## src/rtl/sag_pkg.sv

```systemverilog
`timescale 1ns / 1ps

package sag_pkg;

	// Default table geometry
	localparam int SLOTS_DEF     = 64;
	localparam int FLAG_BITS_DEF = 16;

	// Fixed port widths
	localparam int ACTION_W = 3;
	localparam int SLOT_W   = 8;
	localparam int COMP_W   = 4;
	localparam int ID_W     = 32;
	localparam int STATUS_W = 2;
	localparam int FLAGS_W  = 16;
	localparam int STAT_W   = 7;

	// Action codes
	localparam logic [ACTION_W-1:0] ACT_ACTIVATE = 3'd0;
	localparam logic [ACTION_W-1:0] ACT_FREE     = 3'd1;
	localparam logic [ACTION_W-1:0] ACT_CHECK    = 3'd2;
	localparam logic [ACTION_W-1:0] ACT_SET      = 3'd3;
	localparam logic [ACTION_W-1:0] ACT_TOGGLE   = 3'd4;
	localparam logic [ACTION_W-1:0] ACT_CLEAR    = 3'd5;

	// Status codes
	localparam logic [STATUS_W-1:0] ST_DONE = 2'd0;
	localparam logic [STATUS_W-1:0] ST_SAME = 2'd1;
	localparam logic [STATUS_W-1:0] ST_BAD  = 2'd2;

endpackage

```

## src/rtl/sag_ram.sv

```systemverilog
`timescale 1ns / 1ps

module sag_ram #(
	parameter int WIDTH = 48,
	parameter int DEPTH = 64
) (
	input  logic                     clk,
	input  logic                     we,
	input  logic [$clog2(DEPTH)-1:0] waddr,
	input  logic [WIDTH-1:0]         wdata,
	input  logic [$clog2(DEPTH)-1:0] raddr,
	output logic [WIDTH-1:0]         rdata
);

	logic [WIDTH-1:0] mem_q [DEPTH];

	// Write port and registered read port
	always_ff @(posedge clk) begin
		if (we) begin
			mem_q[waddr] <= wdata;
		end
		rdata <= mem_q[raddr];
	end

endmodule

```

## src/rtl/slot_allocator_with_generation_ids_top.sv

```systemverilog
`timescale 1ns / 1ps

// Generational handle slot allocator. A command is taken while start is high and busy is
// low; busy then stays high for one cycle while the slot's id and flag word are
// read from the table memory, modified and written back. The result appears on the result
// ports for exactly one cycle with done high, in the cycle after busy, and the receiver
// cannot stall it: capture it when done is high. No new command is taken while busy is
// high, since the id/flag memory has a registered read that is followed by its write
// back. Active bits sit in flip-flops, so first_free and last_active come from priority
// encoders over them in the same cycle as the update. No clearing pass is needed after reset.
module slot_allocator_with_generation_ids_top #(
	parameter int SLOTS     = sag_pkg::SLOTS_DEF,
	parameter int FLAG_BITS = sag_pkg::FLAG_BITS_DEF
) (
	input  logic                                     clk,
	input  logic                                     arst_n,
	input  logic                                     start,
	output logic                                     busy,
	input  logic [sag_pkg::ACTION_W-1:0]             action,
	input  logic signed [sag_pkg::SLOT_W-1:0]        slot,
	input  logic [sag_pkg::COMP_W-1:0]               component,
	input  logic                                     value,
	input  logic [sag_pkg::ID_W-1:0]                 handle_id,
	output logic                                     done,
	output logic [sag_pkg::STATUS_W-1:0]             status,
	output logic                                     valid_res,
	output logic [sag_pkg::ID_W-1:0]                 slot_id,
	output logic [sag_pkg::FLAGS_W-1:0]              flags,
	output logic [sag_pkg::STAT_W-1:0]               first_free,
	output logic signed [sag_pkg::STAT_W-1:0]        last_active,
	output logic [sag_pkg::STAT_W-1:0]               active_count
);

	localparam int IDX_W = $clog2(SLOTS);
	localparam int CNT_W = $clog2(SLOTS + 1);
	localparam int ENT_W = sag_pkg::ID_W + FLAG_BITS;

	// Command register and control state
	logic                          accept;
	logic                          busy_q;
	logic                          done_q;
	logic [sag_pkg::ACTION_W-1:0]  action_s1;
	logic [IDX_W-1:0]              idx_s1;
	logic                          in_range_s1;
	logic [sag_pkg::COMP_W-1:0]    comp_s1;
	logic                          value_s1;
	logic [sag_pkg::ID_W-1:0]      hid_s1;
	logic [SLOTS-1:0]              active_q;
	logic [sag_pkg::ID_W-1:0]      next_id_q;
	logic [CNT_W-1:0]              count_q;

	// Table memory ports
	logic [IDX_W-1:0]              rd_idx;
	logic [ENT_W-1:0]              rd_data;
	logic                          wr_en;
	logic [ENT_W-1:0]              wr_data;

	// Update logic
	logic [SLOTS-1:0]              active_n;
	logic [sag_pkg::ID_W-1:0]      next_id_n;
	logic [CNT_W-1:0]              count_n;
	logic [sag_pkg::STATUS_W-1:0]  status_n;
	logic                          valid_n;
	logic [sag_pkg::ID_W-1:0]      id_n;
	logic [FLAG_BITS-1:0]          flags_n;
	logic                          cur_active;
	logic                          show;
	logic [CNT_W-1:0]              first_free_n;
	logic [IDX_W-1:0]              last_idx;
	logic                          any_active;

	assign accept = start && !busy_q;
	assign busy   = busy_q;
	assign rd_idx = IDX_W'(slot[sag_pkg::SLOT_W-2:0]);

	sag_ram #(
		.WIDTH (ENT_W),
		.DEPTH (SLOTS)
	) u_table (
		.clk   (clk),
		.we    (wr_en),
		.waddr (idx_s1),
		.wdata (wr_data),
		.raddr (rd_idx),
		.rdata (rd_data)
	);

	// Capture the command on transfer
	always_ff @(posedge clk) begin
		if (accept) begin
			action_s1   <= action;
			idx_s1      <= rd_idx;
			in_range_s1 <= !slot[sag_pkg::SLOT_W-1] &&
				(32'(slot[sag_pkg::SLOT_W-2:0]) < SLOTS);
			comp_s1     <= component;
			value_s1    <= value;
			hid_s1      <= handle_id;
		end
	end

	// Read-modify-write of the addressed slot
	always_comb begin
		logic [sag_pkg::ID_W-1:0] old_id;
		logic [FLAG_BITS-1:0]     old_flags;
		logic [FLAG_BITS-1:0]     bit_mask;
		old_id     = rd_data[ENT_W-1:FLAG_BITS];
		old_flags  = rd_data[FLAG_BITS-1:0];
		bit_mask   = FLAG_BITS'(1) << comp_s1;
		cur_active = in_range_s1 && active_q[idx_s1];
		active_n   = active_q;
		next_id_n  = next_id_q;
		count_n    = count_q;
		status_n   = sag_pkg::ST_DONE;
		valid_n    = 1'b0;
		id_n       = old_id;
		flags_n    = old_flags;
		wr_en      = 1'b0;
		if (!in_range_s1 && action_s1 <= sag_pkg::ACT_TOGGLE) begin
			status_n = sag_pkg::ST_BAD;
		end else begin
			case (action_s1)
				sag_pkg::ACT_ACTIVATE: begin
					if (cur_active) begin
						status_n = sag_pkg::ST_SAME;
					end else begin
						active_n[idx_s1] = 1'b1;
						id_n             = next_id_q;
						flags_n          = '0;
						wr_en            = 1'b1;
						next_id_n        = next_id_q + 1'b1;
						count_n          = count_q + 1'b1;
					end
				end
				sag_pkg::ACT_FREE: begin
					if (!cur_active) begin
						status_n = sag_pkg::ST_SAME;
					end else begin
						active_n[idx_s1] = 1'b0;
						count_n          = count_q - 1'b1;
					end
				end
				sag_pkg::ACT_CHECK: begin
					valid_n = cur_active && (old_id == hid_s1);
				end
				sag_pkg::ACT_SET, sag_pkg::ACT_TOGGLE: begin
					if (!cur_active || 32'(comp_s1) >= FLAG_BITS) begin
						status_n = sag_pkg::ST_SAME;
					end else begin
						if (action_s1 == sag_pkg::ACT_TOGGLE) begin
							flags_n = old_flags ^ bit_mask;
						end else if (value_s1) begin
							flags_n = old_flags | bit_mask;
						end else begin
							flags_n = old_flags & ~bit_mask;
						end
						if (flags_n == old_flags) begin
							status_n = sag_pkg::ST_SAME;
						end
						wr_en = 1'b1;
					end
				end
				sag_pkg::ACT_CLEAR: begin
					active_n = '0;
					count_n  = '0;
				end
				default: begin
					status_n = sag_pkg::ST_SAME;
				end
			endcase
		end
		wr_data = {id_n, flags_n};
		wr_en   = wr_en && busy_q;
		show    = (action_s1 <= sag_pkg::ACT_TOGGLE) && in_range_s1 && active_n[idx_s1];
	end

	// Lowest inactive and highest active slot after the update
	always_comb begin
		first_free_n = CNT_W'(SLOTS);
		last_idx     = '0;
		any_active   = 1'b0;
		for (int i = SLOTS - 1; i >= 0; i--) begin
			if (!active_n[i]) begin
				first_free_n = CNT_W'(i);
			end
		end
		for (int i = 0; i < SLOTS; i++) begin
			if (active_n[i]) begin
				last_idx   = IDX_W'(i);
				any_active = 1'b1;
			end
		end
	end

	// Commit state and control
	always_ff @(posedge clk or negedge arst_n) begin
		if (!arst_n) begin
			busy_q    <= 1'b0;
			done_q    <= 1'b0;
			active_q  <= '0;
			next_id_q <= '0;
			count_q   <= '0;
		end else begin
			busy_q <= accept;
			done_q <= busy_q;
			if (busy_q) begin
				active_q  <= active_n;
				next_id_q <= next_id_n;
				count_q   <= count_n;
			end
		end
	end

	// Hold the result for its single strobe cycle
	always_ff @(posedge clk) begin
		if (busy_q) begin
			status       <= status_n;
			valid_res    <= valid_n;
			slot_id      <= show ? id_n : '0;
			flags        <= show ? sag_pkg::FLAGS_W'(flags_n) : '0;
			first_free   <= sag_pkg::STAT_W'(first_free_n);
			last_active  <= any_active ? sag_pkg::STAT_W'(last_idx) : '1;
			active_count <= sag_pkg::STAT_W'(count_n);
		end
	end

	assign done = done_q;

endmodule
```

## config.mk

```make
export PLATFORM = sky130hd
export DESIGN_NAME = slot_allocator_with_generation_ids_top
export DESIGN_NICKNAME = d
export VERILOG_FILES = /design/src/rtl/sag_pkg.sv /design/src/rtl/sag_ram.sv /design/src/rtl/slot_allocator_with_generation_ids_top.sv
export SDC_FILE = /design/constraint.sdc
export NUM_CORES = 2
export LEC_CHECK = 0
export BUFFER_PORTS_ARGS = -buffer_cell sky130_fd_sc_hd__buf_4
export CORE_UTILIZATION = 49
export DETAILED_ROUTE_END_ITERATION = 6
export GPL_TIMING_DRIVEN = 0
export PLACE_DENSITY = 0.73
export SYNTH_ARGS = -nofsm -noshare
export SYNTH_HDL_FRONTEND = slang
export SYNTH_SLANG_ARGS = --single-unit
export TNS_END_PERCENT = 20
```

## constraint.sdc

```tcl
create_clock -name clk -period 13.1 [get_ports clk]
set_input_delay 1.31 -clock clk [delete_from_list [all_inputs] [get_ports clk]]
set_output_delay 1.31 -clock clk [all_outputs]
set_load 0.005 [all_outputs]
```

==> results by group <==
Setup path
  – CP arrival: around 9000 ps
  – Slowest stage delay, CP: 1040 ps
  – CP startpoint kind: flip-flop
  – Most frequent CP cell: clkbuf_1
  – Crit path capture type: flip-flop
  – Crit Path Class: flip-flop to flip-flop
  – Critical Path RT: 13800 ps
  – CP Cell Sequence: clkbuf_1 > o21ai_1 > clkbuf_1 > clkbuf_1 > o21ai_0 > o31ai_2 > nor2_1 > a2111oi_0 > a211oi_1 > nor4_2 > clkbuf_1 > and2_1
  – CP Max Fanout: 11
  – Crit path from: action_s1[2]
  – Worst path slowest cell: a2111oi_0
  – Crit Reg-Reg Startpoint: action_s1[2]

STA
  – RSZ-0062 raised after global routing: no
  – Hold Vio Cnt, Final: 0
  – Period utilization: 0.626
  – Max Clock Freq: 122 MHz
  – Slew headroom: -0.0325
  – # setup viols final: 0
  – Slew Limit Fails: 33
  – Worst Clk Skew: 104 ps
  – Slew at the pin with the worst max-slew slack: 1550 ps
  – Minimum clock period: 8200 ps
  – Worst hold margin: 318 ps
  – TNS Setup: 0 ps

Detailed routing
  – # DRC: 2
  – Vias per cell: roughly 6.7
  – Antenna viol nets, final: 0
  – DR vias: 71759
  – DRT Pass-1 Iters: 7
  – Drt initial violations: 10474
  – Average wire per standard cell: 40.1 um
  – Routed WL: 427000 um

Placed design
  – Port Buffers: 124
  – Final Wtd Congestion: roughly 0.97
  – Detailed placer's ending HPWL: 288000 um
  – Placement Cell Area: between 100000 and 150000 um^2

Clock tree
  – H-Tree Level Count: 5
  – Total clock sinks: 3344
  – CTS Buf Count: 349
  – Cts-stage hold buffer count: 0
  – Max clock buf depth: 4
  – CTS tree: built
  – Setup Fix Bufs, Post-CTS: 0
  – Clock-pin transition on the worst setup and hold timing paths: around 60 ps
  – CTS root buffer: clkbuf_16
  – Clk_lat worst skew: 990 ps
  – Post-CTS Resized: 0

Power and ir drop
  – Switching share of power: 0.232
  – Clock share of power: 0.406
  – Pleak: 48.4 nW
  – P_sw: 5.55 mW
  – Register share of total power: 0.512
  – Combinational Power Share: 0.081
  – Peak VDD IR: 0.118 mV
  – P per Cell Area: 156 nW/um^2
  – Internal: 18.4 mW
  – Total power: 23.9 mW

Die
  – Die Y: 522 um
  – Row Count: 190
  – Core area: 268000 um^2
  – Die X: 522 um
  – Die ar.: 272000 um^2
  – I/O pin count: 125
  – Initial Util: 0.494

Status
  – Outcome: finished with violations
  – Violated checks: design-rule violations, max-capacitance violations, max-slew violations

Synthesis
  – Synthesized area per cell: 21.5 um^2
  – Largest area contributor in the netlist: edfxtp_1
  – Synth Warn #: 0
  – Syn nets: 6224
  – Cells after synthesis: just over 6000
  – Cell area after synthesis: 132000 um^2
  – Seq/Total Area, Yosys: 0.750
  – Post-synth EDFFs: ~3200
  – Share of the synthesized area in the top cell type: 0.723
  – Netlist cell types: 95
  – Synthesized flop and latch total: 3344
  – Ys flop type: edfxtp_1
  – Top-count cell post-synth: edfxtp_1
  – Synth async-reset ratio: 0.0314
  – Top cells by area, synth: edfxtp_1, mux4_2, dfrtp_1
  – Post-synth top cells: edfxtp_1, mux4_2, clkbuf_1, nor2_1, nand2_1

Final layout
  – Final instance area: ~150000 um^2
  – Layout net count: 6884
  – Fillers: 18739
  – P&R area growth vs syn: 15.9%
  – Finished Core Util: 0.572
  – Layout cells sized above 1: 0.291

GRT
  – Via count of the first global-routing pass: 71397
  – Overall global routing resource usage: 0.314
  – First-pass GRT wire length: 581000 um
  – Largest net degree at the start of global routing: 66
  – Initial antenna violation count: 33
  – Gr ovfl total: 0

Job
  – Max cap viols: 4

Hold path
  – HP Class: primary input to asynchronous set/reset pin
## per-layer routing
layer / vias to the layer above / wire [um] / global-route usage
met2: 5293 / 201000 / 0.493
li1: 27499 / - / -
met3: 1091 / 47100 / 0.0721
met4: 16 / 28100 / 0.178
met1: 37860 / 151000 / 0.406
met5: - / 97 / 0
## stage by stage
step | setup slack (ps) | cells
2_1_floorplan | 7420 | 6170
3_5_place_dp | 5090 | 10030
5_1_grt | 4930 | 10650
3_3_place_gp | 1480 | 9846
4_1_cts | 5110 | 10647
6_report | 4900 | 10666
## registers in the layout, indices dropped and copies added (netlist names), 2 cells and up
signal and flops:
hid_s1 32, next_id_q 32, first_free 7, slot_id 32
action_s1 3, u_table.rdata 48, active_count 7, u_table.mem_q 3072
idx_s1 6, last_active 7, active_q 64, count_q 7
status 2, comp_s1 4, flags 16
## worst paths after layout
path | to | slack [ps] | cells after the start
setup / recovery | flags[1] | 4900 | 12
hold / removal | busy | 320 | 1
setup reg to reg | flags[1] | 4900 | 12
hold reg to reg | next_id_q[31] | 490 | 1
max in group asynchronous | active_q[57] | 11930 | 2
min in group clk | next_id_q[31] | 490 | 1
## logic make-up after synthesis
family,share of synthesized area
flops,0.750
mux,0.180
simple gates,0.0261
compound gates,0.0279
buf+inv,0.0113
xor+xnor,0.00443
fa+ha+maj,0.000283
## critical path, delay by kind of cell, from the launching register on
| family | cells | cell delay, ps |
|---|---|---|
| AOI/OAI and AO/OA | 5 | 2940 |
| buffers and inverters | 4 | 3190 |
| DFF | 1 | 510 |
| and+or+nand+nor | 3 | 1310 |
## power groups by stage
stage	Combinational, mW	Clock [mW]	Sequential, mW
5_1_grt	2.00	10.2	12.2
3_5_place_dp	1.89	0	12.5
2_1_floorplan	0.985	0	12.4
4_1_cts	1.90	9.78	12.2
3_3_place_gp	1.69	0	12.5
6_report	1.94	9.72	12.3
## area by class of cell
type | count | area, um^2 | share of cell area
multi-input cells | 2445 | 32400 | 0.211
well taps | 3552 | 4440 | 0.0289
plain buffers | 341 | 1380 | 0.00899
diodes | 18 | 45.0 | 0.000293
flip-flops and latches | 3344 | 99400 | 0.647
clock inverters | 193 | 1900 | 0.0124
inverters | 40 | 150 | 0.000978
clock buffers | 424 | 9080 | 0.0591
repair buffers | 309 | 4770 | 0.0311
## placed cells by master (no fill, tap or decap), types with 39 or more instances in the layout
cell type  count
and2_1        57
buf_1         59
clkinv_2      62
nor2_1       155
a21oi_1      121
inv_1         39
clkinv_1      68
nor2_4        64
a22oi_1       43
buf_12       152
clkbuf_1     300
mux4_2      1004
o21ai_0      100
dfrtp_1      104
clkbuf_16    351
nand2_1      168
edfxtp_1    3191
buf_4        129
nand3_1       57
dfxtp_1       48
mux2_2        69
Note: power is estimated with default switching activity, not from simulation.
